--- config.mk ---
export PLATFORM = sky130hd
export DESIGN_NAME = rgb565_colour_class_counter_unit
export DESIGN_NICKNAME = d
export VERILOG_FILES = /design/src/rtl/core/rgbcc_pkg.sv /design/src/rtl/core/rgb565_colour_class_counter_unit.sv
export SDC_FILE = /design/constraint.sdc
export NUM_CORES = 1
export LEC_CHECK = 0
export BUFFER_PORTS_ARGS = -buffer_cell sky130_fd_sc_hd__buf_2
export CORE_ASPECT_RATIO = 1.5
export CORE_MARGIN = 10
export CORE_UTILIZATION = 60
export DETAILED_ROUTE_END_ITERATION = 12
export HOLD_SLACK_MARGIN = 0.02
export PLACE_DENSITY = 0.79
export SLEW_MARGIN = 20
export SYNTH_ARGS = -nofsm -noshare
export SYNTH_HDL_FRONTEND = slang
export SYNTH_SLANG_ARGS = --single-unit
--- constraint.sdc ---
create_clock -name i_clk -period 8.65 [get_ports i_clk]
set_clock_uncertainty 0.1 [all_clocks]
set_input_delay 1.2975 -clock i_clk [delete_from_list [all_inputs] [get_ports i_clk]]
set_output_delay 1.2975 -clock i_clk [all_outputs]
set_load 0.005 [all_outputs]
--- src/rtl/core/rgbcc_pkg.sv ---
// Package with constants, types and helper functions for the RGB565 colour class counter.
package rgbcc_pkg;

    localparam int MAX_WIDTH  = 1024;
    localparam int MAX_HEIGHT = 1024;

    localparam int POS_W  = $clog2(MAX_WIDTH);
    localparam int ROW_W  = $clog2(MAX_HEIGHT);
    localparam int GEOM_W = 11;
    localparam int BYTE_W = 8;
    localparam int CNT_W  = 21;
    localparam int OUT_W  = 16;
    localparam int CONF_W = 7;
    localparam int DIV_W  = 28;
    localparam int IDX_W  = 3;

    localparam logic [CNT_W-1:0] CNT_MAX = {CNT_W{1'b1}};

    typedef enum logic [2:0] {
        CLS_NONE   = 3'd0,
        CLS_SKIN   = 3'd1,
        CLS_RED    = 3'd2,
        CLS_GREEN  = 3'd3,
        CLS_BLUE   = 3'd4,
        CLS_CUSTOM = 3'd5
    } t_class;

    typedef enum logic [IDX_W-1:0] {
        REG_FRAME_WIDTH  = 3'd0,
        REG_FRAME_HEIGHT = 3'd1,
        REG_SAMPLE_STEP  = 3'd2,
        REG_TARGET_RED   = 3'd3,
        REG_TARGET_GREEN = 3'd4,
        REG_TARGET_BLUE  = 3'd5,
        REG_TARGET_TOL   = 3'd6
    } t_reg_index;

    // Saturating increment of a frame counter.
    function automatic logic [CNT_W-1:0] bump(input logic [CNT_W-1:0] c, input logic en);
        bump = (en && (c != CNT_MAX)) ? c + 1'b1 : c;
    endfunction

    // Clamp a counter to the 16-bit result range.
    function automatic logic [OUT_W-1:0] sat16(input logic [CNT_W-1:0] c);
        sat16 = (c[CNT_W-1:OUT_W] != '0) ? {OUT_W{1'b1}} : c[OUT_W-1:0];
    endfunction

    function automatic logic [BYTE_W-1:0] absdiff(input logic [BYTE_W-1:0] a,
                                                  input logic [BYTE_W-1:0] b);
        absdiff = (a > b) ? a - b : b - a;
    endfunction

endpackage

--- src/rtl/core/rgb565_colour_class_counter_unit.sv ---
// Top level of the RGB565 colour class counter with its frame-end sequencer.
//
// Flow: an ordinary pixel transaction passes through accept and then count, and no new
// pixel is taken until the count is done. For the last pixel of a frame the result is
// registered after 4 passes of the shared 28-bit subtract/compare unit for the dominant-class
// search, 1 multiply by 100 and, unless no class was seen, 7 restoring-division steps on the
// same unit. FIN waits while the previous result still waits for the receiver. Reset
// (synchronous, active low) restores the default 320 x 240 geometry, step 1, a black custom
// target with zero tolerance, and clears all positions and counters and the output valid flag.
module rgb565_colour_class_counter_unit
    import rgbcc_pkg::*;
(
    input  logic                 i_clk,
    input  logic                 i_rst_n,
    // Configuration write channel.
    input  logic                 i_cfg_valid,
    output logic                 o_cfg_ready,
    input  logic [IDX_W-1:0]     i_cfg_index,
    input  logic [GEOM_W-1:0]    i_cfg_data,
    // Pixel input channel.
    input  logic                 i_valid,
    output logic                 o_ready,
    input  logic [15:0]          i_pixel_word,
    // Frame result channel.
    output logic                 o_valid,
    input  logic                 i_ready,
    output logic [OUT_W-1:0]     o_samples_taken,
    output logic [OUT_W-1:0]     o_skin_total,
    output logic [OUT_W-1:0]     o_red_total,
    output logic [OUT_W-1:0]     o_green_total,
    output logic [OUT_W-1:0]     o_blue_total,
    output logic [OUT_W-1:0]     o_custom_total,
    output logic [2:0]           o_dominant_class,
    output logic [CONF_W-1:0]    o_confidence_pct
);

    // The sequencer. Each pixel passes through IDLE (accept) and PIXEL (count). The last pixel
    // of a frame continues through the class search, the multiply, the divider (skipped when
    // no class was seen) and FIN, where the result enters the output register once it is free.
    typedef enum logic [5:0] {
        ST_IDLE  = 6'b000001,
        ST_PIXEL = 6'b000010,
        ST_MAXS  = 6'b000100,
        ST_MUL   = 6'b001000,
        ST_DIV   = 6'b010000,
        ST_FIN   = 6'b100000
    } t_state;

    t_state r_state;

    // Configuration registers.
    logic [GEOM_W-1:0] r_frame_width;
    logic [GEOM_W-1:0] r_frame_height;
    logic [BYTE_W-1:0] r_sample_step;
    logic [BYTE_W-1:0] r_target_red;
    logic [BYTE_W-1:0] r_target_green;
    logic [BYTE_W-1:0] r_target_blue;
    logic [BYTE_W-1:0] r_target_tol;

    // Raster position and subsampling phase of the next pixel.
    logic [POS_W-1:0]  r_col_pos;
    logic [ROW_W-1:0]  r_row_pos;
    logic [BYTE_W-1:0] r_col_phase;
    logic [BYTE_W-1:0] r_row_phase;

    // The accepted pixel and what the position logic decided about it.
    logic [15:0]       r_pixel;
    logic              r_sampled;
    logic              r_frame_end;

    // Frame counters.
    logic [CNT_W-1:0]  r_samp_cnt;
    logic [CNT_W-1:0]  r_skin_cnt;
    logic [CNT_W-1:0]  r_red_cnt;
    logic [CNT_W-1:0]  r_green_cnt;
    logic [CNT_W-1:0]  r_blue_cnt;
    logic [CNT_W-1:0]  r_custom_cnt;
    logic [CNT_W-1:0]  n_samp_cnt;
    logic [CNT_W-1:0]  n_skin_cnt;
    logic [CNT_W-1:0]  n_red_cnt;
    logic [CNT_W-1:0]  n_green_cnt;
    logic [CNT_W-1:0]  n_blue_cnt;
    logic [CNT_W-1:0]  n_custom_cnt;

    // Frame-end working registers: running maximum, its class, search index, remainder,
    // quotient and division step.
    logic [CNT_W-1:0]  r_best;
    t_class            r_cls;
    logic [1:0]        r_idx;
    logic [DIV_W-1:0]  r_rem;
    logic [CONF_W-1:0] r_quot;
    logic [2:0]        r_step;

    // Output register.
    logic              r_out_valid;
    logic [OUT_W-1:0]  r_out_samp;
    logic [OUT_W-1:0]  r_out_skin;
    logic [OUT_W-1:0]  r_out_red;
    logic [OUT_W-1:0]  r_out_green;
    logic [OUT_W-1:0]  r_out_blue;
    logic [OUT_W-1:0]  r_out_custom;
    t_class            r_out_cls;
    logic [CONF_W-1:0] r_out_conf;

    // Effective geometry after clamping the raw register values.
    logic [GEOM_W-1:0] eff_width;
    logic [GEOM_W-1:0] eff_height;
    logic [BYTE_W-1:0] eff_step;
    logic              row_end;
    logic              frame_end;
    logic              pix_sampled;
    logic [BYTE_W:0]   col_phase_inc;
    logic [BYTE_W:0]   row_phase_inc;

    // Pixel widening and classification.
    logic [4:0]        r5;
    logic [5:0]        g6;
    logic [4:0]        b5;
    logic [BYTE_W-1:0] red8;
    logic [BYTE_W-1:0] green8;
    logic [BYTE_W-1:0] blue8;
    logic [BYTE_W:0]   rx;
    logic [BYTE_W:0]   gx;
    logic [BYTE_W:0]   bx;
    logic              is_skin;
    logic              is_red;
    logic              is_green;
    logic              is_blue;
    logic              is_custom;

    // Shared subtract/compare unit.
    logic [DIV_W-1:0]  alu_a;
    logic [DIV_W-1:0]  alu_b;
    logic [DIV_W:0]    alu_diff;
    logic              alu_lt;
    logic [CNT_W-1:0]  cand_cnt;
    t_class            cand_cls;

    logic              in_fire;

    assign in_fire     = i_valid && o_ready;
    assign o_ready     = (r_state == ST_IDLE);
    assign o_cfg_ready = 1'b1;

    // Geometry clamps: a zero width, height or step counts as one, and a size beyond the
    // largest supported frame is held at that maximum.
    always_comb begin
        if (r_frame_width == '0) begin
            eff_width = GEOM_W'(1);
        end else if (r_frame_width > GEOM_W'(MAX_WIDTH)) begin
            eff_width = GEOM_W'(MAX_WIDTH);
        end else begin
            eff_width = r_frame_width;
        end
        if (r_frame_height == '0) begin
            eff_height = GEOM_W'(1);
        end else if (r_frame_height > GEOM_W'(MAX_HEIGHT)) begin
            eff_height = GEOM_W'(MAX_HEIGHT);
        end else begin
            eff_height = r_frame_height;
        end
        eff_step = (r_sample_step == '0) ? BYTE_W'(1) : r_sample_step;
    end

    // A row ends when the column reaches or passes the last column of the current width, which
    // keeps the raster wrapping even if the geometry was shrunk in the middle of a frame.
    assign row_end       = (GEOM_W'(r_col_pos) + GEOM_W'(1)) >= eff_width;
    assign frame_end     = row_end && ((GEOM_W'(r_row_pos) + GEOM_W'(1)) >= eff_height);
    assign pix_sampled   = (r_col_phase == '0) && (r_row_phase == '0);
    assign col_phase_inc = {1'b0, r_col_phase} + 1'b1;
    assign row_phase_inc = {1'b0, r_row_phase} + 1'b1;

    // Widen RGB565 to 8 bits per channel by replicating the top bits into the low bits.
    assign r5     = r_pixel[15:11];
    assign g6     = r_pixel[10:5];
    assign b5     = r_pixel[4:0];
    assign red8   = {r5, r5[4:2]};
    assign green8 = {g6, g6[5:4]};
    assign blue8  = {b5, b5[4:2]};
    assign rx     = {1'b0, red8};
    assign gx     = {1'b0, green8};
    assign bx     = {1'b0, blue8};

    // Classes in priority order; the sums are nine bits wide so that no threshold wraps.
    assign is_skin  = (rx > 9'd95) && (gx > 9'd40) && (bx > 9'd20) && (rx > gx + 9'd15)
                   && (rx > bx + 9'd15) && (rx > 9'd60);
    assign is_red   = (rx > 9'd140) && (rx > gx + 9'd40) && (rx > bx + 9'd40);
    assign is_green = (gx > 9'd100) && (gx > rx + 9'd30) && (gx > bx + 9'd30);
    assign is_blue  = (bx > 9'd90) && (bx > rx + 9'd25) && (bx > gx + 9'd25);

    // The custom match is independent of the priority classes.
    assign is_custom = (absdiff(red8, r_target_red) <= r_target_tol)
                    && (absdiff(green8, r_target_green) <= r_target_tol)
                    && (absdiff(blue8, r_target_blue) <= r_target_tol);

    always_comb begin
        n_samp_cnt   = bump(r_samp_cnt, r_sampled);
        n_skin_cnt   = bump(r_skin_cnt, r_sampled && is_skin);
        n_red_cnt    = bump(r_red_cnt, r_sampled && !is_skin && is_red);
        n_green_cnt  = bump(r_green_cnt, r_sampled && !is_skin && !is_red && is_green);
        n_blue_cnt   = bump(r_blue_cnt,
                            r_sampled && !is_skin && !is_red && !is_green && is_blue);
        n_custom_cnt = bump(r_custom_cnt, r_sampled && is_custom);
    end

    // Candidate for the dominant-class search, visited in class order after skin.
    always_comb begin
        case (r_idx)
            2'd0: begin
                cand_cnt = r_red_cnt;
                cand_cls = CLS_RED;
            end
            2'd1: begin
                cand_cnt = r_green_cnt;
                cand_cls = CLS_GREEN;
            end
            2'd2: begin
                cand_cnt = r_blue_cnt;
                cand_cls = CLS_BLUE;
            end
            default: begin
                cand_cnt = r_custom_cnt;
                cand_cls = CLS_CUSTOM;
            end
        endcase
    end

    // The one subtractor. In the search it tests whether the running maximum is below the
    // candidate (strictly greater wins, so ties keep the earlier class). In the divider it
    // subtracts the sample count shifted to the current quotient bit from the remainder.
    always_comb begin
        if (r_state == ST_DIV) begin
            alu_a = r_rem;
            alu_b = DIV_W'({{(DIV_W-CNT_W){1'b0}}, r_samp_cnt} << r_step);
        end else begin
            alu_a = DIV_W'(r_best);
            alu_b = DIV_W'(cand_cnt);
        end
        alu_diff = {1'b0, alu_a} - {1'b0, alu_b};
        alu_lt   = alu_diff[DIV_W];
    end

    always_ff @(posedge i_clk) begin
        if (!i_rst_n) begin
            r_state        <= ST_IDLE;
            r_frame_width  <= GEOM_W'(320);
            r_frame_height <= GEOM_W'(240);
            r_sample_step  <= BYTE_W'(1);
            r_target_red   <= '0;
            r_target_green <= '0;
            r_target_blue  <= '0;
            r_target_tol   <= '0;
            r_col_pos      <= '0;
            r_row_pos      <= '0;
            r_col_phase    <= '0;
            r_row_phase    <= '0;
            r_sampled      <= 1'b0;
            r_frame_end    <= 1'b0;
            r_samp_cnt     <= '0;
            r_skin_cnt     <= '0;
            r_red_cnt      <= '0;
            r_green_cnt    <= '0;
            r_blue_cnt     <= '0;
            r_custom_cnt   <= '0;
            r_idx          <= '0;
            r_step         <= '0;
            r_out_valid    <= 1'b0;
            r_out_cls      <= CLS_NONE;
            r_out_conf     <= '0;
        end else begin
            // Configuration transactions; an index beyond the register list is ignored.
            if (i_cfg_valid && o_cfg_ready) begin
                case (i_cfg_index)
                    REG_FRAME_WIDTH:  r_frame_width  <= i_cfg_data;
                    REG_FRAME_HEIGHT: r_frame_height <= i_cfg_data;
                    REG_SAMPLE_STEP:  r_sample_step  <= i_cfg_data[BYTE_W-1:0];
                    REG_TARGET_RED:   r_target_red   <= i_cfg_data[BYTE_W-1:0];
                    REG_TARGET_GREEN: r_target_green <= i_cfg_data[BYTE_W-1:0];
                    REG_TARGET_BLUE:  r_target_blue  <= i_cfg_data[BYTE_W-1:0];
                    REG_TARGET_TOL:   r_target_tol   <= i_cfg_data[BYTE_W-1:0];
                    default: ;
                endcase
            end

            // In FIN the valid flag is handled there, since a new result may replace the
            // one that leaves in the same cycle.
            if (r_out_valid && i_ready && (r_state != ST_FIN)) begin
                r_out_valid <= 1'b0;
            end

            case (r_state)
                ST_IDLE: begin
                    if (in_fire) begin
                        r_pixel     <= i_pixel_word;
                        r_sampled   <= pix_sampled;
                        r_frame_end <= frame_end;
                        // Advance the raster; the frame end itself wraps to the origin.
                        if (frame_end) begin
                            r_col_pos   <= '0;
                            r_row_pos   <= '0;
                            r_col_phase <= '0;
                            r_row_phase <= '0;
                        end else if (row_end) begin
                            r_col_pos   <= '0;
                            r_col_phase <= '0;
                            r_row_pos   <= r_row_pos + 1'b1;
                            r_row_phase <= (row_phase_inc >= {1'b0, eff_step}) ? '0
                                         : row_phase_inc[BYTE_W-1:0];
                        end else begin
                            r_col_pos   <= r_col_pos + 1'b1;
                            r_col_phase <= (col_phase_inc >= {1'b0, eff_step}) ? '0
                                         : col_phase_inc[BYTE_W-1:0];
                        end
                        r_state <= ST_PIXEL;
                    end
                end
                ST_PIXEL: begin
                    r_samp_cnt   <= n_samp_cnt;
                    r_skin_cnt   <= n_skin_cnt;
                    r_red_cnt    <= n_red_cnt;
                    r_green_cnt  <= n_green_cnt;
                    r_blue_cnt   <= n_blue_cnt;
                    r_custom_cnt <= n_custom_cnt;
                    if (r_frame_end) begin
                        r_best  <= n_skin_cnt;
                        r_cls   <= CLS_SKIN;
                        r_idx   <= '0;
                        r_state <= ST_MAXS;
                    end else begin
                        r_state <= ST_IDLE;
                    end
                end
                ST_MAXS: begin
                    if (alu_lt) begin
                        r_best <= cand_cnt;
                        r_cls  <= cand_cls;
                    end
                    r_idx <= r_idx + 1'b1;
                    if (r_idx == 2'd3) begin
                        r_state <= ST_MUL;
                    end
                end
                ST_MUL: begin
                    r_quot <= '0;
                    r_step <= 3'(CONF_W - 1);
                    if (r_best == '0) begin
                        // No class was seen at all: no dominant class, zero confidence.
                        r_cls   <= CLS_NONE;
                        r_state <= ST_FIN;
                    end else begin
                        r_rem   <= DIV_W'({{(DIV_W-CNT_W){1'b0}}, r_best} * DIV_W'(100));
                        r_state <= ST_DIV;
                    end
                end
                ST_DIV: begin
                    // The best count never exceeds the sample count, so the quotient fits
                    // in seven bits and seven restoring steps suffice.
                    if (!alu_lt) begin
                        r_rem          <= alu_diff[DIV_W-1:0];
                        r_quot[r_step] <= 1'b1;
                    end
                    r_step <= r_step - 1'b1;
                    if (r_step == '0) begin
                        r_state <= ST_FIN;
                    end
                end
                ST_FIN: begin
                    if (!r_out_valid || i_ready) begin
                        r_out_valid  <= 1'b1;
                        r_out_samp   <= sat16(r_samp_cnt);
                        r_out_skin   <= sat16(r_skin_cnt);
                        r_out_red    <= sat16(r_red_cnt);
                        r_out_green  <= sat16(r_green_cnt);
                        r_out_blue   <= sat16(r_blue_cnt);
                        r_out_custom <= sat16(r_custom_cnt);
                        r_out_cls    <= r_cls;
                        r_out_conf   <= (r_cls == CLS_NONE) ? '0 : r_quot;
                        r_samp_cnt   <= '0;
                        r_skin_cnt   <= '0;
                        r_red_cnt    <= '0;
                        r_green_cnt  <= '0;
                        r_blue_cnt   <= '0;
                        r_custom_cnt <= '0;
                        r_state      <= ST_IDLE;
                    end
                end
                default: begin
                    r_state <= ST_IDLE;
                end
            endcase
        end
    end

    assign o_valid          = r_out_valid;
    assign o_samples_taken  = r_out_samp;
    assign o_skin_total     = r_out_skin;
    assign o_red_total      = r_out_red;
    assign o_green_total    = r_out_green;
    assign o_blue_total     = r_out_blue;
    assign o_custom_total   = r_out_custom;
    assign o_dominant_class = r_out_cls;
    assign o_confidence_pct = r_out_conf;

    // An accepted pixel is always counted in the following cycle.
    a_accept_then_count: assert property (@(posedge i_clk) disable iff (!i_rst_n)
        in_fire |=> (r_state == ST_PIXEL))
        else $error("accepted pixel not followed by count cycle");

    // The priority classes are exclusive, so together they never pass the sample count.
    a_class_sum: assert property (@(posedge i_clk) disable iff (!i_rst_n)
        (23'(r_skin_cnt) + 23'(r_red_cnt) + 23'(r_green_cnt) + 23'(r_blue_cnt))
            <= 23'(r_samp_cnt))
        else $error("class counts exceed sample count");

    a_conf_range: assert property (@(posedge i_clk) disable iff (!i_rst_n)
        r_out_valid |-> (r_out_conf <= CONF_W'(100)))
        else $error("confidence above 100");

    a_none_zero_conf: assert property (@(posedge i_clk) disable iff (!i_rst_n)
        (r_out_valid && (r_out_cls == CLS_NONE)) |-> (r_out_conf == '0))
        else $error("nonzero confidence without a dominant class");

endmodule

==> impl_results.md, run 1 <==
- Wire per inst: 20.8 µm
- Peak supply drop: 0.197 mV
- CTS tree: yes
- IO Port Bufs: 142
- Clk sink count: 419
- Mapped Area: 29100 µm²
- Syn Inst Count: 3316
- Layout Nets: 3756
- Status: finished, final reports clean
- Max clock buf depth: 3
- Crit Path Max Fanout: 18
- Fraction of layout cells with a size suffix above 1: 8.65%
- Gr ovfl total: 0
- List of most frequent post-synthesis cells: nand2_1, ha_1, nor2_1
- Max Cap Violations: 0
- Syn_nets: 3694
- Total chip power: 4.63 mW
- Final worst slack: 2080 ps
- Hold_buf cts: 0
- Die X: 200 µm
- EDFF count, synth: 171
- Cell taking the most area after synthesis: edfxtp_1
- Top-level I/O count: 144
- Clk Latency, worst-skew pair: 580 ps
- Largest net degree at the start of global routing: 90
- RSZ-0062 raised after global routing: false
- TNS Setup: 0 ps
- Power density cells: 146 nW/µm²
- Synth Area per Inst: 8.77 µm²
- Placer Congestion: 1.00
- # setup viols final: 0
- First-pass GRT wire length: 131000 µm
- Hold slack: 362 ps
- Fillers: 3956
- Total number of vias: 25000
- Leading post-synthesis cells by cell area: edfxtp_1, dfxtp_1, ha_1, nand2_1, a21oi_1
- DRC viols: 0
- Slew Viols, Final: 0
- Hold WC Path Type: flop to flop
- WS Path Type: flop to flop
- Slew HR: 33.9%
- Vias in the first global route: 24600
- Synth warn: 0
- Crit path arrival time: 6970 ps
- Hold Vio Cnt, Final: 0
- CTS buffer count: 42
- Vias per cell: 6.24
- Post-synthesis sequential element count: 419
- Placed wire-length estimate: 62700 µm
- Post-layout min period: 6570 ps
- Root Driver: clkbuf_16
- Crit share post-route: 75.9%
- # diodes: 0
- Crit path capture type: flop
- Post-CTS Setup Repair Bufs: 0
- Worst-path clk slew: 70 ps
- Die area: 57900 µm²
- Slew at the pin closest to its max-slew limit: 991 ps
- Worst setup SP type: flop
- Initial DRT Pass Iterations: 9
- ANT nets after route: 0
- Register area share after synthesis: 34.7%
- Total GRT Usage: 28.1%
- Core area: 47800 µm²
- Post-CTS sizing: 0
- Initial Util: 60.8%
- Fmax: 152 MHz
- Asr flop ratio synth: 0%
- Die H: 290 µm
- Place WS: 2290 ps
- Row cnt: 98
- P&R area growth vs syn: 8.81%
- Top_reg_cell synth: dfxtp_1
- Count leader, synth: nand2_1
- CP Data Required Time: 9050 ps
- H-tree levels: 2
- 1st-iter DRT viols: 2112
- Share of the synthesized area in the top cell type: 17.7%
- WL final: 83300 µm
- Leak: 13.3 nW
- Distinct cells, synth: 88
- Initial antenna violation count: 0
[report_power, final]
group | leakage (nW) | switching, mW | total [mW] | internal (mW)
clock | 0.707 | 0.838 | 1.97 | 1.13
combinational | 9.06 | 0.344 | 0.570 | 0.226
sequential | 3.54 | 0.0308 | 2.09 | 2.06
[cell families after synthesis]
kind of cell | share of synthesized area [%]
AND/OR/NAND/NOR | 20.1
adder cells (fa/ha/maj) | 15.3
flip-flops | 34.7
multiplexers | 2.91
AO/OA/AOI/OAI | 15.2
buffers and inverters | 4.87
other | 0.0129
XOR/XNOR | 6.81
[metrics by stage]
stage | std cells | util [%] | area [µm²]
finish | 4011 | 66.2 | 31600
global route | 4011 | 66.2 | 31600
CTS | 4010 | 66.2 | 31600
detailed placement | 3933 | 63.1 | 30200
global placement | 3933 | 63.1 | 30200
floorplan | 3316 | - | 29100
[final cells by class]
cell class | instances | area (µm²) | area share [%]
Inverter | 220 | 827 | 2.61
Tap cell | 600 | 751 | 2.37
Clock inverter | 23 | 305 | 0.965
Clock buffer | 54 | 1150 | 3.63
Multi-Input combinational cell | 2528 | 17600 | 55.7
Sequential cell | 419 | 10100 | 31.9
Timing Repair Buffer | 167 | 898 | 2.84
[critical path: stages (launching register included)]
cell      delay, ps
edfxtp_1        750
inv_1           360
ha_1            280
inv_1            80
fa_1            230
a211oi_1        110
o21ai_0         190
a31oi_1         150
nor2_1          720
mux2i_1         310
nand2_1         120
a221oi_1        240
o21ai_0         130
xor2_1          160
ha_1            300
a21oi_1         150
nor2b_1          60
o21ai_0         140
nand2b_1         70
o22ai_1         210
and4b_1         720
o21ai_0         300
nor4_1          350
mux2i_1         240
[metal layers]
| layer | vias up | track usage, % | wire [µm] |
|---|---|---|---|
| li1 | 11900 | - | - |
| met1 | 12100 | 31.5 | 31900 |
| met2 | 812 | 51.5 | 42700 |
| met3 | 205 | 3.09 | 4310 |
| met4 | 0 | 14.3 | 4460 |
| met5 | - | 0 | 0 |
[flip-flops by register name (all words and copies together), names as in the netlist, 21 cells and up]
signal and count:
r_red_cnt 21, r_green_cnt 21, r_best 21, r_skin_cnt 21, r_rem 28, r_samp_cnt 21
r_blue_cnt 21, r_custom_cnt 21
[path summary, 6_finish.rpt]
path              depth (start not counted)  slack [ps]                            end                    startpoint
setup reg to reg                         23        2080  r_custom_cnt[11]$_SDFFE_PN0P_          r_pixel[9]$_DFFE_PP_
hold reg to reg                           2         360   r_target_tol[3]$_SDFFE_PN0P_  r_target_tol[3]$_SDFFE_PN0P_
setup / recovery                         23        2080  r_custom_cnt[11]$_SDFFE_PN0P_          r_pixel[9]$_DFFE_PP_
hold / removal                            2         360   r_target_tol[3]$_SDFFE_PN0P_  r_target_tol[3]$_SDFFE_PN0P_
[layout by cell type, fill, tap and decap left out, drive strengths merged, types with 15 or more instances in the layout]
master	synthesis	final
nor2	253	253
a31oi	35	35
a22o	15	15
a21oi	248	248
and3	55	55
nand3	99	99
a21o	50	50
nand2	399	399
o21a	27	27
xnor2	122	122
a222oi	22	22
mux2i	52	52
nor4	25	25
fa	23	23
or4	16	16
nand2b	17	17
nor3	50	50
or3	103	103
nand4	58	58
buf	30	167
xor2	104	104
o21bai	16	16
clkbuf	119	54
clkinv	3	17
nor2b	31	31
ha	320	320
a211oi	28	28
and2	25	25
dfxtp	248	248
o211ai	17	17
edfxtp	171	171
o21ai	154	154
inv	217	218
No activity file was read; power rests on OpenSTA's default activity.
==> run 2: changes to the inputs <==
Settings changed: ABC_AREA set to 1, CORE_UTILIZATION 60 to 57.
Clock period 8.65 ns to 5.35 ns, I/O delays scaled along.
==> impl_results.md, run 2 <==
- Status: finished, final reports clean
- Switching power share of the total: 27.6% (+1.4 points)
- Worst setup SP type: flop
- Die area: 63500 µm² (+9.8%)
- Syn Inst Count: 4194 (+26%)
- Initial antenna violation count: 1 (+1)
- Post-layout util: 63.4% (-2.8 points)
- Hold Vio Cnt, Final: 0 (unchanged)
- Multi-input logic area: 17900 µm² (+1.9%)
- CP Data Required Time: 5520 ps (-3530 ps)
- Worst-path clk slew: 70 ps (about the same)
- Synth Area per Inst: 7.29 µm² (-17%)
- Largest net degree at the start of global routing: 104 (+16%)
- P&R area growth vs syn: 9.48%
- Fraction of layout cells with a size suffix above 1: 7.35% (-1.3 points)
- WL final: 95700 µm (+15%)
- Crit share post-route: 90.2% (+14 points)
- H-tree levels: 2 (unchanged)
- Cell taking the most area after synthesis: edfxtp_1
- Vias in the first global route: 28000 (+14%)
- Initial Util: 57.9% (-2.9 points)
- ANT nets after route: 0 (unchanged)
- Top-level I/O count: 144 (unchanged)
- Hold slack: 273 ps (-89.1 ps)
- Internal power of the cells: 5.43 mW (+59%)
- Placer Congestion: 1.05 (+4.4%)
- 1st-iter DRT viols: 2517 (+19%)
- Die X: 209 µm (+4.7%)
- Power share of the combinational group: 12.6% (+0.3 points)
- Crit Path Max Fanout: 24 (+6)
- Crit path arrival time: 5000 ps (-1970 ps)
- Layout Nets: 4672 (+24%)
- Fmax: 207 MHz (+36%)
- Synth Area in Compound Gates: 14.2% (-0.96 points)
- Finished Layout Cells: 5010 (+25%)
- Adder-cell share of the synthesized area: 14.6% (-0.75 points)
- EDFF count, synth: 171 (unchanged)
- DRC viols: 0 (unchanged)
- Crit path capture type: flop
- Most common cell after layout, fill and taps aside: nand2_1
- Max clock buf depth: 3 (unchanged)
- Clk sink count: 419 (unchanged)
- Core area: 52800 µm² (+10%)
- Root Driver: clkbuf_16
- Share of the synthesized area in the top cell type: 16.8% (-0.86 points)
- Post-CTS Setup Repair Bufs: 0 (unchanged)
- WS Path Type: flop to flop
- CTS tree: yes
- Placed Instances: 4932 (+25%)
- Slew HR: 29.3% (-4.6 points)
- First-pass GRT wire length: 150000 µm (+14%)
- Vias per cell: 5.82 (-6.8%)
- Die H: 304 µm (+4.8%)
- # setup viols final: 0 (unchanged)
- Leak: 14.7 nW (+11%)
- Row cnt: 103 (+5.1%)
- Asr flop ratio synth: 0% (unchanged)
- CTS buffer count: 42 (unchanged)
- Post-layout min period: 4830 ps (-1740 ps)
- Register area share after synthesis: 33.0% (-1.7 points)
- Psw: 2.07 mW (+71%)
- Total number of vias: 29100 (+16%)
- Slew Viols, Final: 0 (unchanged)
- Leading post-synthesis cells by cell area: edfxtp_1, dfxtp_1, ha_1, nand2_1, a21oi_1
- Sequential Power Share: 45.3% (about the same)
- IO Port Bufs: 142 (unchanged)
- Power density cells: 224 nW/µm² (+53%)
- Top_reg_cell synth: dfxtp_1
- TNS Setup: 0 ps (unchanged)
- Biggest register: r_rem
- Mapped Area: 30600 µm² (+5.1%)
- RSZ-0062 raised after global routing: false
- Largest register FFs: 28 (unchanged)
- List of most frequent post-synthesis cells: nand2_1, inv_1, a21oi_1
- Peak supply drop: 0.266 mV (+35%)
- Most frequent cells in the layout: nand2_1, inv_1, a21oi_1, nor2_1, ha_1
- Count leader, synth: nand2_1
- Wire per inst: 19.1 µm (-8.1%)
- # diodes: 0 (unchanged)
- Largest family of logic cells by synthesized area: simple AND/OR/NAND/NOR gates
- Placed wire-length estimate: 73400 µm (+17%)
- Synth warn: 0 (unchanged)
- Fillers: 4823 (+22%)
- Max Cap Violations: 0 (unchanged)
- Simple-gate share of the synthesized area: 24.7% (+4.5 points)
- Initial DRT Pass Iterations: 7 (-2)
- Gr ovfl total: 0 (unchanged)
- Total GRT Usage: 29.0% (+0.86 points)
- Clock share of power: 42.1% (-0.4 points)
- Post-synthesis sequential element count: 419 (unchanged)
- Slew at the pin closest to its max-slew limit: 1050 ps (+63.7 ps)
- Distinct cells, synth: 62 (-30%)
- Clk Latency, worst-skew pair: 610 ps (+30 ps)
- Post-synthesis mux area share: 0.180% (-2.7 points)
- FF+latch area: 10100 µm² (about the same)
- Syn_nets: 4572 (+24%)
- Fraction of synthesized cell area in xor and xnor cells: 4.84% (-2.0 points)
- Hold WC Path Type: input port to flop
==> run 2: critical path: stages (launching register included) <==
cell and delay (ps):
dfxtp_1 380, ha_1 680, clkinv_1 630, nor2_1 340
a31oi_1 220, o22ai_1 280, ha_1 330, a21oi_1 220
o21ai_0 100, nor2_1 170, nor2_1 60, a211oi_1 290
nand2_1 150, nand2_1 80, nand2_1 60, nor2_1 100
buf_4 280
==> run 2: area by class of cell <==
class	instances	area share [%]
Multi-Input combinational cell	3100	53.6
Sequential cell	419	30.2
Inverter	540	6.06
Clock buffer	53	3.44
Timing Repair Buffer	191	3.30
Tap cell	682	2.55
Clock inverter	25	0.889
==> run 2: worst paths after layout <==
kind | slack [ps] | to | depth (start not counted) | startpoint
worst max-delay path | 520 | r_best[7]$_DFFE_PP_ | 16 | r_idx[1]$_SDFFE_PN0P_
worst min-delay path | 270 | r_pixel[0]$_DFFE_PP_ | 1 | i_pixel_word[0]
worst max register to register | 520 | r_best[7]$_DFFE_PP_ | 16 | r_idx[1]$_SDFFE_PN0P_
worst min register to register | 360 | o_confidence_pct[6]$_SDFFE_PN0P_ | 2 | o_confidence_pct[6]$_SDFFE_PN0P_
==> run 2: power by group through the flow <==
stage / Combinational, mW / Sequential (mW) / Clock, mW
after floorplan: 0.647 / 3.47 / 0
after global placement: 0.914 / 3.47 / 0
after detailed placement: 0.929 / 3.47 / 0
after CTS: 0.935 / 3.40 / 3.20
after global routing: 1.07 / 3.40 / 3.32
final: 0.947 / 3.40 / 3.16
==> run 2: repair_timing <==
item / 4_1_cts / 5_1_grt
endpoints found under the setup margin: 0 / 1
hold buffers: 0 / 0
gates resized for setup: 0 / 1
==> run 2: stage by stage <==
| stage | total power [mW] | instance area [µm²] | setup slack [ps] |
|---|---|---|---|
| 2_1_floorplan | 4.11 | 30600 | 863 |
| 3_3_place_gp | 4.38 | 32000 | 633 |
| 3_5_place_dp | 4.40 | 32000 | 569 |
| 4_1_cts | 7.53 | 33500 | 538 |
| 5_1_grt | 7.79 | 33500 | 141 |
| 6_report | 7.51 | 33500 | 523 |
==> run 2: cell families after synthesis <==
group | after synthesis
XOR/XNOR | 169
flip-flops | 419
multiplexers | 5
other | 1
buffers and inverters | 675
adder cells (fa/ha/maj) | 343
AO/OA/AOI/OAI | 803
AND/OR/NAND/NOR | 1779
==> run 2: routing by layer <==
layer	up-vias	wire length [µm]	GRT usage, %
li1	14200	-	-
met1	13400	35200	31.1
met2	1186	47400	50.9
met3	349	5920	4.76
met4	2	7060	20.2
met5	-	21	0
